==> config.mk <==
export PLATFORM = sky130hd
export DESIGN_NAME = utf8_byte_stream_decoder_core
export DESIGN_NICKNAME = d
export VERILOG_FILES = /design/src/rtl/core/u8dec_pkg.sv /design/src/rtl/core/utf8_byte_stream_decoder_core.sv
export SDC_FILE = /design/constraint.sdc
export NUM_CORES = 1
export LEC_CHECK = 0
export ABC_AREA = 1
export BUFFER_PORTS_ARGS = -buffer_cell sky130_fd_sc_hd__buf_2
export CELL_PAD_IN_SITES_DETAIL_PLACEMENT = 0
export CELL_PAD_IN_SITES_GLOBAL_PLACEMENT = 1
export CORE_ASPECT_RATIO = 1.1
export CORE_MARGIN = 8
export CORE_UTILIZATION = 38
export DETAILED_ROUTE_END_ITERATION = 10
export PLACE_DENSITY_LB_ADDON = 0.2
export SYNTH_ARGS = -nofsm -noshare
export SYNTH_HDL_FRONTEND = slang
export SYNTH_SLANG_ARGS = --single-unit
==> constraint.sdc <==
create_clock -name clock -period 2.09 [get_ports clock]
set_clock_uncertainty 0.2 [all_clocks]
set_input_delay 0.1045 -clock clock [delete_from_list [all_inputs] [get_ports clock]]
set_output_delay 0.1045 -clock clock [all_outputs]
set_load 0.02 [all_outputs]
==> src/rtl/core/u8dec_pkg.sv <==
// Shared types and constants for the UTF-8 byte stream decoder.
// No dependencies; used by the core and its checker.
package u8dec_pkg;

   localparam int unsigned BYTE_W  = 8;
   localparam int unsigned CP_W    = 21;
   localparam int unsigned CP_PAD_W = 24;
   localparam int unsigned STAT_W  = 2;
   localparam int unsigned REM_W   = 2;

   // Result status codes
   typedef enum logic [STAT_W-1:0] {
      ST_OK        = 2'd0,
      ST_MALFORMED = 2'd1,
      ST_ABORT     = 2'd2,
      ST_TRUNCATED = 2'd3
   } status_type;

endpackage

==> src/rtl/core/utf8_byte_stream_decoder_core.sv <==
// UTF-8 byte stream decoder: byte requests in, code point results out.
// Depends on u8dec_pkg.
//
// Usage:
//   req channel: one byte of a UTF-8 string per request in req_tdata,
//     req_tlast marks the final byte of the string.
//   rsp channel: one result per completed character, stray continuation
//     abort or truncated string end. rsp_tdata carries the code point,
//     rsp_tuser the status (ok, malformed, abort, truncated), rsp_tlast
//     marks the result that ends the string's conversion.
//   Lead bytes and continuation bytes inside a sequence give no result,
//     nor do bytes dropped after an abort up to the string's last byte.
// Timing:
//   A request is registered, then decoded by one level of logic into the
//   result register. One byte is taken per cycle unless a byte that gives
//   a result waits on a stalled receiver; the decode state (remaining count,
//   accumulator, error flags) updates in the same cycle it is consumed.
// Reset clears the pipeline valids and the decode state. When the receiver
// stalls, the result register holds and the input register fills; bytes that
// give no result keep flowing past a stalled result.
module utf8_byte_stream_decoder_core (
   input  logic        clock,
   input  logic        reset,
   input  logic        req_tvalid,
   output logic        req_tready,
   input  logic [7:0]  req_tdata,   // [7:0] data_byte
   input  logic        req_tlast,   // is_last_byte
   output logic        rsp_tvalid,
   input  logic        rsp_tready,
   output logic [23:0] rsp_tdata,   // [20:0] code_point, [23:21] zero
   output logic [1:0]  rsp_tuser,   // [1:0] status
   output logic        rsp_tlast    // end_of_string
);

   // input register
   logic                         in_vld_ff;
   logic [u8dec_pkg::BYTE_W-1:0] in_byte_ff;
   logic                         in_last_ff;

   // decode state
   logic [u8dec_pkg::REM_W-1:0]  rem_ff, rem_in;
   logic [u8dec_pkg::CP_W-1:0]   acc_ff, acc_in;
   logic                         bad_ff, bad_in;
   logic                         disc_ff, disc_in;

   // result register
   logic                         out_vld_ff;
   logic [u8dec_pkg::CP_W-1:0]   out_cp_ff, out_cp_in;
   u8dec_pkg::status_type        out_st_ff, out_st_in;
   logic                         out_eos_ff, out_eos_in;

   logic                         has_result;
   logic                         in_adv;
   logic                         out_free;
   logic [u8dec_pkg::REM_W-1:0]  rem_dec;
   logic [u8dec_pkg::CP_W-1:0]   acc_shift;

   assign out_free   = !out_vld_ff || rsp_tready;
   assign in_adv     = in_vld_ff && (out_free || !has_result);
   assign req_tready = !in_vld_ff || in_adv;

   assign rem_dec   = rem_ff - u8dec_pkg::REM_W'(1);
   assign acc_shift = {acc_ff[u8dec_pkg::CP_W-7:0], in_byte_ff[5:0]};

   // decode one byte against the current sequence state
   always_comb begin
      rem_in     = rem_ff;
      acc_in     = acc_ff;
      bad_in     = bad_ff;
      disc_in    = disc_ff;
      has_result = 1'b0;
      out_cp_in  = '0;
      out_st_in  = u8dec_pkg::ST_OK;
      out_eos_in = in_last_ff;
      if (disc_ff) begin
         // drop bytes until the string's last byte
         if (in_last_ff) begin
            disc_in = 1'b0;
            rem_in  = '0;
            acc_in  = '0;
            bad_in  = 1'b0;
         end
      end else if (rem_ff == '0) begin
         if (!in_byte_ff[7]) begin
            // single-byte character
            has_result = 1'b1;
            out_cp_in  = u8dec_pkg::CP_W'(in_byte_ff);
         end else if (!in_byte_ff[6]) begin
            // stray continuation: abort the string
            has_result = 1'b1;
            out_st_in  = u8dec_pkg::ST_ABORT;
            out_eos_in = 1'b1;
            disc_in    = !in_last_ff;
            rem_in     = '0;
            acc_in     = '0;
            bad_in     = 1'b0;
         end else begin
            // lead byte: load payload bits and length
            priority if (in_byte_ff[5:4] == 2'b11) begin
               rem_in = 2'd3;
               bad_in = in_byte_ff[3];
               acc_in = in_byte_ff[3] ? '0 : u8dec_pkg::CP_W'(in_byte_ff[2:0]);
            end else if (in_byte_ff[5]) begin
               rem_in = 2'd2;
               bad_in = 1'b0;
               acc_in = u8dec_pkg::CP_W'(in_byte_ff[3:0]);
            end else begin
               rem_in = 2'd1;
               bad_in = 1'b0;
               acc_in = u8dec_pkg::CP_W'(in_byte_ff[4:0]);
            end
            if (in_last_ff) begin
               has_result = 1'b1;
               out_st_in  = u8dec_pkg::ST_TRUNCATED;
               out_eos_in = 1'b1;
               rem_in     = '0;
               acc_in     = '0;
               bad_in     = 1'b0;
            end
         end
      end else begin
         // continuation position inside a sequence
         if (in_byte_ff[7:6] == 2'b10) begin
            acc_in = acc_shift;
         end else begin
            bad_in = 1'b1;
         end
         rem_in = rem_dec;
         if (rem_dec == '0) begin
            has_result = 1'b1;
            out_cp_in  = bad_in ? '0 : acc_in;
            out_st_in  = bad_in ? u8dec_pkg::ST_MALFORMED : u8dec_pkg::ST_OK;
            acc_in     = '0;
            bad_in     = 1'b0;
         end else if (in_last_ff) begin
            has_result = 1'b1;
            out_st_in  = u8dec_pkg::ST_TRUNCATED;
            out_eos_in = 1'b1;
            rem_in     = '0;
            acc_in     = '0;
            bad_in     = 1'b0;
         end
      end
   end

   // input register: take a request when empty or draining
   always_ff @(posedge clock) begin
      if (reset) begin
         in_vld_ff <= 1'b0;
      end else if (req_tready) begin
         in_vld_ff <= req_tvalid;
      end
      if (req_tready && req_tvalid) begin
         in_byte_ff <= req_tdata;
         in_last_ff <= req_tlast;
      end
   end

   // decode state: advance when the registered byte is consumed
   always_ff @(posedge clock) begin
      if (reset) begin
         rem_ff  <= '0;
         acc_ff  <= '0;
         bad_ff  <= 1'b0;
         disc_ff <= 1'b0;
      end else if (in_adv) begin
         rem_ff  <= rem_in;
         acc_ff  <= acc_in;
         bad_ff  <= bad_in;
         disc_ff <= disc_in;
      end
   end

   // result register: load on a result, drop when taken
   always_ff @(posedge clock) begin
      if (reset) begin
         out_vld_ff <= 1'b0;
      end else if (in_adv && has_result) begin
         out_vld_ff <= 1'b1;
      end else if (rsp_tready) begin
         out_vld_ff <= 1'b0;
      end
      if (in_adv && has_result) begin
         out_cp_ff  <= out_cp_in;
         out_st_ff  <= out_st_in;
         out_eos_ff <= out_eos_in;
      end
   end

   assign rsp_tvalid = out_vld_ff;
   assign rsp_tdata  = u8dec_pkg::CP_PAD_W'(out_cp_ff);
   assign rsp_tuser  = out_st_ff;
   assign rsp_tlast  = out_eos_ff;

endmodule

Word level (Yosys, flattened, before mapping)

Index checks and enable logic that the tools add are counted.

Input port bits: 13
Flip-flop bits (word level): 60
Logic and storage cells: 91
Output and inout port bits: 29

Equality and inequality tests: 4
Reduce and logical (&&, ||, !) cells: 14
Add/subtract/negate cells: 1
Mux-type cells: 61

Operators with widths:

| cell                | count |
|---|---|
| $mux 21             | 12 |
| $mux 1              | 30 |
| $mux 2              | 15 |
| $mux 5              | 2 |
| $mux 7              | 1 |
| $eq 2x2->1 const B  | 2 |
| $logic_not 1->1     | 4 |
| $logic_not 2->1     | 2 |
| $logic_and 1x1->1   | 3 |
| $logic_or 1x1->1    | 3 |
| $mux 3              | 1 |
| $ne 3x3->1 const B  | 1 |
| $reduce_and 3->1    | 1 |
| $ne 2x2->1 const B  | 1 |
| $reduce_bool 2->1   | 1 |
| $sub 2x1->2 const B | 1 |

Longest topological paths before layout

Word-level depth: 10
Depth in mapped cells: 11
Depth with buffers taken out: 11

Least setup slack after synthesis

Ideal clock, no wire load.

Kind: register to register
From: register rem_ff[0] (netlist bit)
To: register out_cp_ff[0] (netlist bit), enable pin
Clock period less this slack: 2.298 ns
Arrival time: 1.718 ns
Path buffers: 0
Setup time: 0.379 ns
Slack: -0.208 ns
Cell stages (with the launch flop): 10
Required time: 1.511 ns
Cells stage by stage: dfxtp_1 -> inv_1 -> ha_1 -> nand2_1 -> clkinv_1 -> nand2_1 -> nand2_1 -> nor2_1 -> nand3_1 -> inv_1

Word-level cells in the longest chain between the ends: 9
Elaborated cells between the ends (all ways): 10
Classes of those cells: 1 x add/sub; 3 x mux; 6 x reduce/logical

RTL lines:

| element                | RTL line                             | text |
|---|---|---|
| from (decl)            | utf8_byte_stream_decoder_core.sv:41  | `logic [u8dec_pkg::REM_W-1:0] rem_ff, rem_in;` |
| from (signal assigned) | utf8_byte_stream_decoder_core.sv:167 | `rem_ff <= rem_in;` |
| $sub 2x1->2            | utf8_byte_stream_decoder_core.sv:62  | `assign rem_dec = rem_ff - u8dec_pkg::REM_W'(1);` |
| $logic_not 2->1        | utf8_byte_stream_decoder_core.sv:129 | `if (rem_dec == '0) begin` |
| $mux 1                 | utf8_byte_stream_decoder_core.sv:129 |  |
| $mux 1 (*)             | utf8_byte_stream_decoder_core.sv:83  | `end else if (rem_ff == '0) begin` |
| $mux 1 (*)             | utf8_byte_stream_decoder_core.sv:75  | `if (disc_ff) begin` |
| $logic_not 1->1        | utf8_byte_stream_decoder_core.sv:59  | `assign in_adv = in_vld_ff && (out_free \|\| !has_result);` |
| $logic_or 1x1->1       | utf8_byte_stream_decoder_core.sv:59  |  |
| $logic_and 1x1->1      | utf8_byte_stream_decoder_core.sv:59  |  |
| $logic_and 1x1->1 (*)  | utf8_byte_stream_decoder_core.sv:183 | `if (in_adv && has_result) begin` |
| to (signal assigned)   | utf8_byte_stream_decoder_core.sv:184 | `out_cp_ff <= out_cp_in;` |
| to (decl)              | utf8_byte_stream_decoder_core.sv:48  | `logic [u8dec_pkg::CP_W-1:0] out_cp_ff, out_cp_in;` |

Mark *: on every way between the ends. The rest lies on a longest branch, timed or not.
A chain may end at the register's enable or synchronous reset.

Worst setup path in the final report

From: register in_last_ff
To: register in_byte_ff[1] (netlist bit), enable pin

Word-level cells in the longest chain between the ends: 10
Elaborated cells between the ends (all ways): 11
Classes of those cells: 6 x mux; 5 x reduce/logical

RTL lines:

| element                | RTL line                                                                   | text |
|---|---|---|
| from (decl)            | utf8_byte_stream_decoder_core.sv:38                                        | `logic in_last_ff;` |
| from (signal assigned) | utf8_byte_stream_decoder_core.sv:155                                       | `in_last_ff <= req_tlast;` |
| $mux 1 (*)             | utf8_byte_stream_decoder_core.sv:112, utf8_byte_stream_decoder_core.sv:135 |  |
| $mux 1                 | utf8_byte_stream_decoder_core.sv:88                                        | `end else if (!in_byte_ff[6]) begin` |
| $mux 1                 | utf8_byte_stream_decoder_core.sv:84                                        | `if (!in_byte_ff[7]) begin` |
| $mux 1 (*)             | utf8_byte_stream_decoder_core.sv:83                                        |  |
| $mux 1 (*)             | utf8_byte_stream_decoder_core.sv:75                                        |  |
| $logic_not 1->1 (*)    | utf8_byte_stream_decoder_core.sv:59                                        |  |
| $logic_or 1x1->1 (*)   | utf8_byte_stream_decoder_core.sv:59                                        |  |
| $logic_and 1x1->1 (*)  | utf8_byte_stream_decoder_core.sv:59                                        |  |
| $logic_or 1x1->1 (*)   | utf8_byte_stream_decoder_core.sv:60                                        | `assign req_tready = !in_vld_ff \|\| in_adv;` |
| $logic_and 1x1->1 (*)  | utf8_byte_stream_decoder_core.sv:153                                       | `if (req_tready && req_tvalid) begin` |
| to (signal assigned)   | utf8_byte_stream_decoder_core.sv:154                                       | `in_byte_ff <= req_tdata;` |
| to (decl)              | utf8_byte_stream_decoder_core.sv:37                                        | `logic [u8dec_pkg::BYTE_W-1:0] in_byte_ff;` |

Marks and branches as above.

==> reports/metrics.cfg <==
[drt]
post-route-drc-count = 0
route.antenna.remaining_nets = 0
initialDrtViolationCount = 89
detail_route.first_pass.iterations = 4
drt-wirelength-per-cell_um = 13.0
route.detailed.vias_per_inst = 4.59
vias = 2625
final_wl_um = 7450

[global_routing]
grt_start_max_net_pins = 33
grt_usage_pct = 14.2
via_count_of_the_first_global_routing_pass = 2517
grt_antenna_before_repair = 0
first_pass_grt_wire_length_um = 11900
globalRoute.totalOverflow = 0

[sta]
rsz0062_at_grt = false
final_hold_viol_count = 0
fin_setup_tns_ns = 0
achievable-frequency_mhz = 495
timing.final.crit_share_pct = 96.7
finalCriticalPeriod_ns = 2.02
final_critical_path_setup_slack_ns = 0.0697
timing.slew.headroom_pct = 66.6
final_max_slew_viol_count = 0
timing.hold.ws_ns = 0.270
worst_tran_pin_value_ns = 0.500
setup_viol = 0

[run]
maxCapViolCount = 0

[critical_path]
worst-path-max-fanout = 9
cpLargestDelayFamily = flip-flops
max_stage_delay_ns = 0.51
timing.critical_path.from_type = flop
crit_path_top_delay_cell = edfxtp_1
critical_path_buf_inv_count = 2
worst_ep_required_time_ns = 1.94
timing.critical_path.arrival_ns = 1.87
timing.setup.critical_path_class = reg2reg
crit_path_cell_trace = nor2_2 -> nand2_2 -> nand2_1 -> nor2_2 -> buf_4 -> a31oi_1 -> buf_4
worstSetupEndpointType = flop

[clock_tree]
cts_htree_levels = 3
clock_latency_ns = 0.34
tritoncts_num_sinks = 60
clockBufferDepth = 2
tritoncts = built
clock_buffer_count_from_cts = 9
clk_root_buffer_cell = clkbuf_8
path_clk_slew_ns = 0.06

[synth]
synthesized_area_per_cell_um2 = 7.62
leading_cell_types_by_count_after_synthesis = 114 x nand2_1, 58 x nor2_1, 54 x inv_1
fraction_of_synthesized_cell_area_taken_by_the_top_area_cell_type_pct = 32.8
main_flop_type_after_synthesis = edfxtp_1
yosysMostFrequentCell = nand2_1
synth_edf_count = 33
netlist-cell-type-count = 24
flops_latches_synth = 60
yosysTopAreaCell = edfxtp_1
post_synth_inst_count = 396
mappedNetlistArea_um2 = 3020
synth_seq_area_share_pct = 50.7
yosys_warnings = 0
synth.area.top_cells = edfxtp_1 33%, dfxtp_1 18%, nand2_1 14%
postSynth.asyncResetShare_pct = 0

[die]
fp.dieH_um = 109
io_pins = 42
fp.dieArea_um2 = 11100
floorplan.initialDensity_pct = 38.6
core_area_um2 = 7830
die_w_um = 101
std_cell_rows = 34

[layout]
postLayoutCoreUtil_pct = 48.0
share_of_cells_above_drive_strength_1_pct = 21.3
antennaDiodeCount = 0
final_net_count = 474
final_cell_count_no_fill = 572
area_delta_synth_final_pct = 24.5

[place]
placedCellCount = 542
io_buffer_count = 38
detailedPlacementHpwl_um = 5100
place_ws_ns = 0.0148
routabilityCongestion = 0.867

[min_path]
min-delay-path-class = in2reg

[power_and_ir_drop]
power.ir.vdd_worst_uv = 319
p_leak_nw = 1.70
p_per_area_nw_per_um2 = 746

[status]
outcome = completed

[sequential cells by signal, summed over array words and instances, names as in the netlist]
| name | cells |
|---|---|
| in_vld_ff | 1 |
| in_byte_ff | 8 |
| disc_ff | 1 |
| acc_ff | 21 |
| in_last_ff | 1 |
| rem_ff | 2 |
| rsp_tvalid | 1 |
| out_cp_ff | 21 |
| rsp_tuser | 2 |
| bad_ff | 1 |
| rsp_tlast | 1 |
[report_power, final]
group          leakage [nW]  switching, mW  internal [mW]
Clock                0.0905          0.451          0.493
Sequential            0.530         0.0403           1.33
Combinational          1.08          0.309          0.185
Total                  1.70          0.800           2.00
[through the flow]
step	cell area, µm²	total power, mW
final	3760	2.81
after global routing	3760	2.95
after CTS	3740	2.83
after detailed placement	3420	1.86
after global placement	3420	1.85
after floorplan	3030	1.71
[per-layer routing]
metal,GRT usage (%),up-vias,share of wire [%]
li1,-,1374,-
met1,16.8,1195,47
met2,23.4,46,47
met3,4.24,10,4.4
met4,6.18,0,1.5
met5,0,-,0
[timing repair]
item	CTS	global route
hold endpoints to repair	14	0
setup endpoints to repair	1	40
buffers inserted	1	1
pin swaps	1	1
hold buffers	12	0
resized for setup	6	6
[final cells by class]
type | instances | area (µm²)
multi-input combinational | 255 | 1170
inverter | 62 | 236
sequential | 60 | 1530
clock buffer | 14 | 163
timing repair buffer | 71 | 512
tap | 108 | 135
fill | 836 | 4070
clock inverter | 2 | 10.0
[cells in the final DEF, fill, tap and decap left out]
| cell | instances |
|---|---|
| buf_4 | 18 |
| buf_6 | 1 |
| nor2_2 | 6 |
| dlygate4sd3_1 | 12 |
| o21ai_0 | 19 |
| nand3_2 | 2 |
| edfxtp_1 | 33 |
| a21oi_1 | 15 |
| conb_1 | 3 |
| clkinv_2 | 2 |
| o22ai_1 | 7 |
| inv_1 | 51 |
| dfxtp_2 | 1 |
| a31oi_1 | 2 |
| ha_2 | 1 |
| buf_12 | 3 |
| clkbuf_1 | 3 |
| nand2_2 | 3 |
| ha_4 | 1 |
| clkinvlp_4 | 1 |
| inv_2 | 10 |
| nand3_1 | 9 |
| clkbuf_8 | 11 |
| nand3_4 | 1 |
| dfxtp_1 | 26 |
| nand4_4 | 1 |
| nor2_1 | 57 |
| buf_2 | 37 |
| nand4_1 | 15 |
| nand2_1 | 113 |
[worst paths after layout]
check	slack, ns	startpoint	cells after the start	end
max reg2reg	0.07	in_last_ff$_DFFE_PP_	7	in_byte_ff[1]$_DFFE_PP_
min	0.27	req_tdata[0]	2	in_byte_ff[0]$_DFFE_PP_
max	0.07	in_last_ff$_DFFE_PP_	7	in_byte_ff[1]$_DFFE_PP_
min reg2reg	0.31	acc_ff[18]$_SDFFE_PP0P_	4	acc_ff[18]$_SDFFE_PP0P_
[kinds of logic after synthesis]
group / Yosys count / synth area share (%)
fa+ha+maj: 2 / 0.829
other cells: 1 / 0.124
compound gates: 43 / 7.50
flops: 60 / 50.7
buf+inv: 83 / 11.8
simple gates: 207 / 29.1
Power figures use the tool's default switching activity.
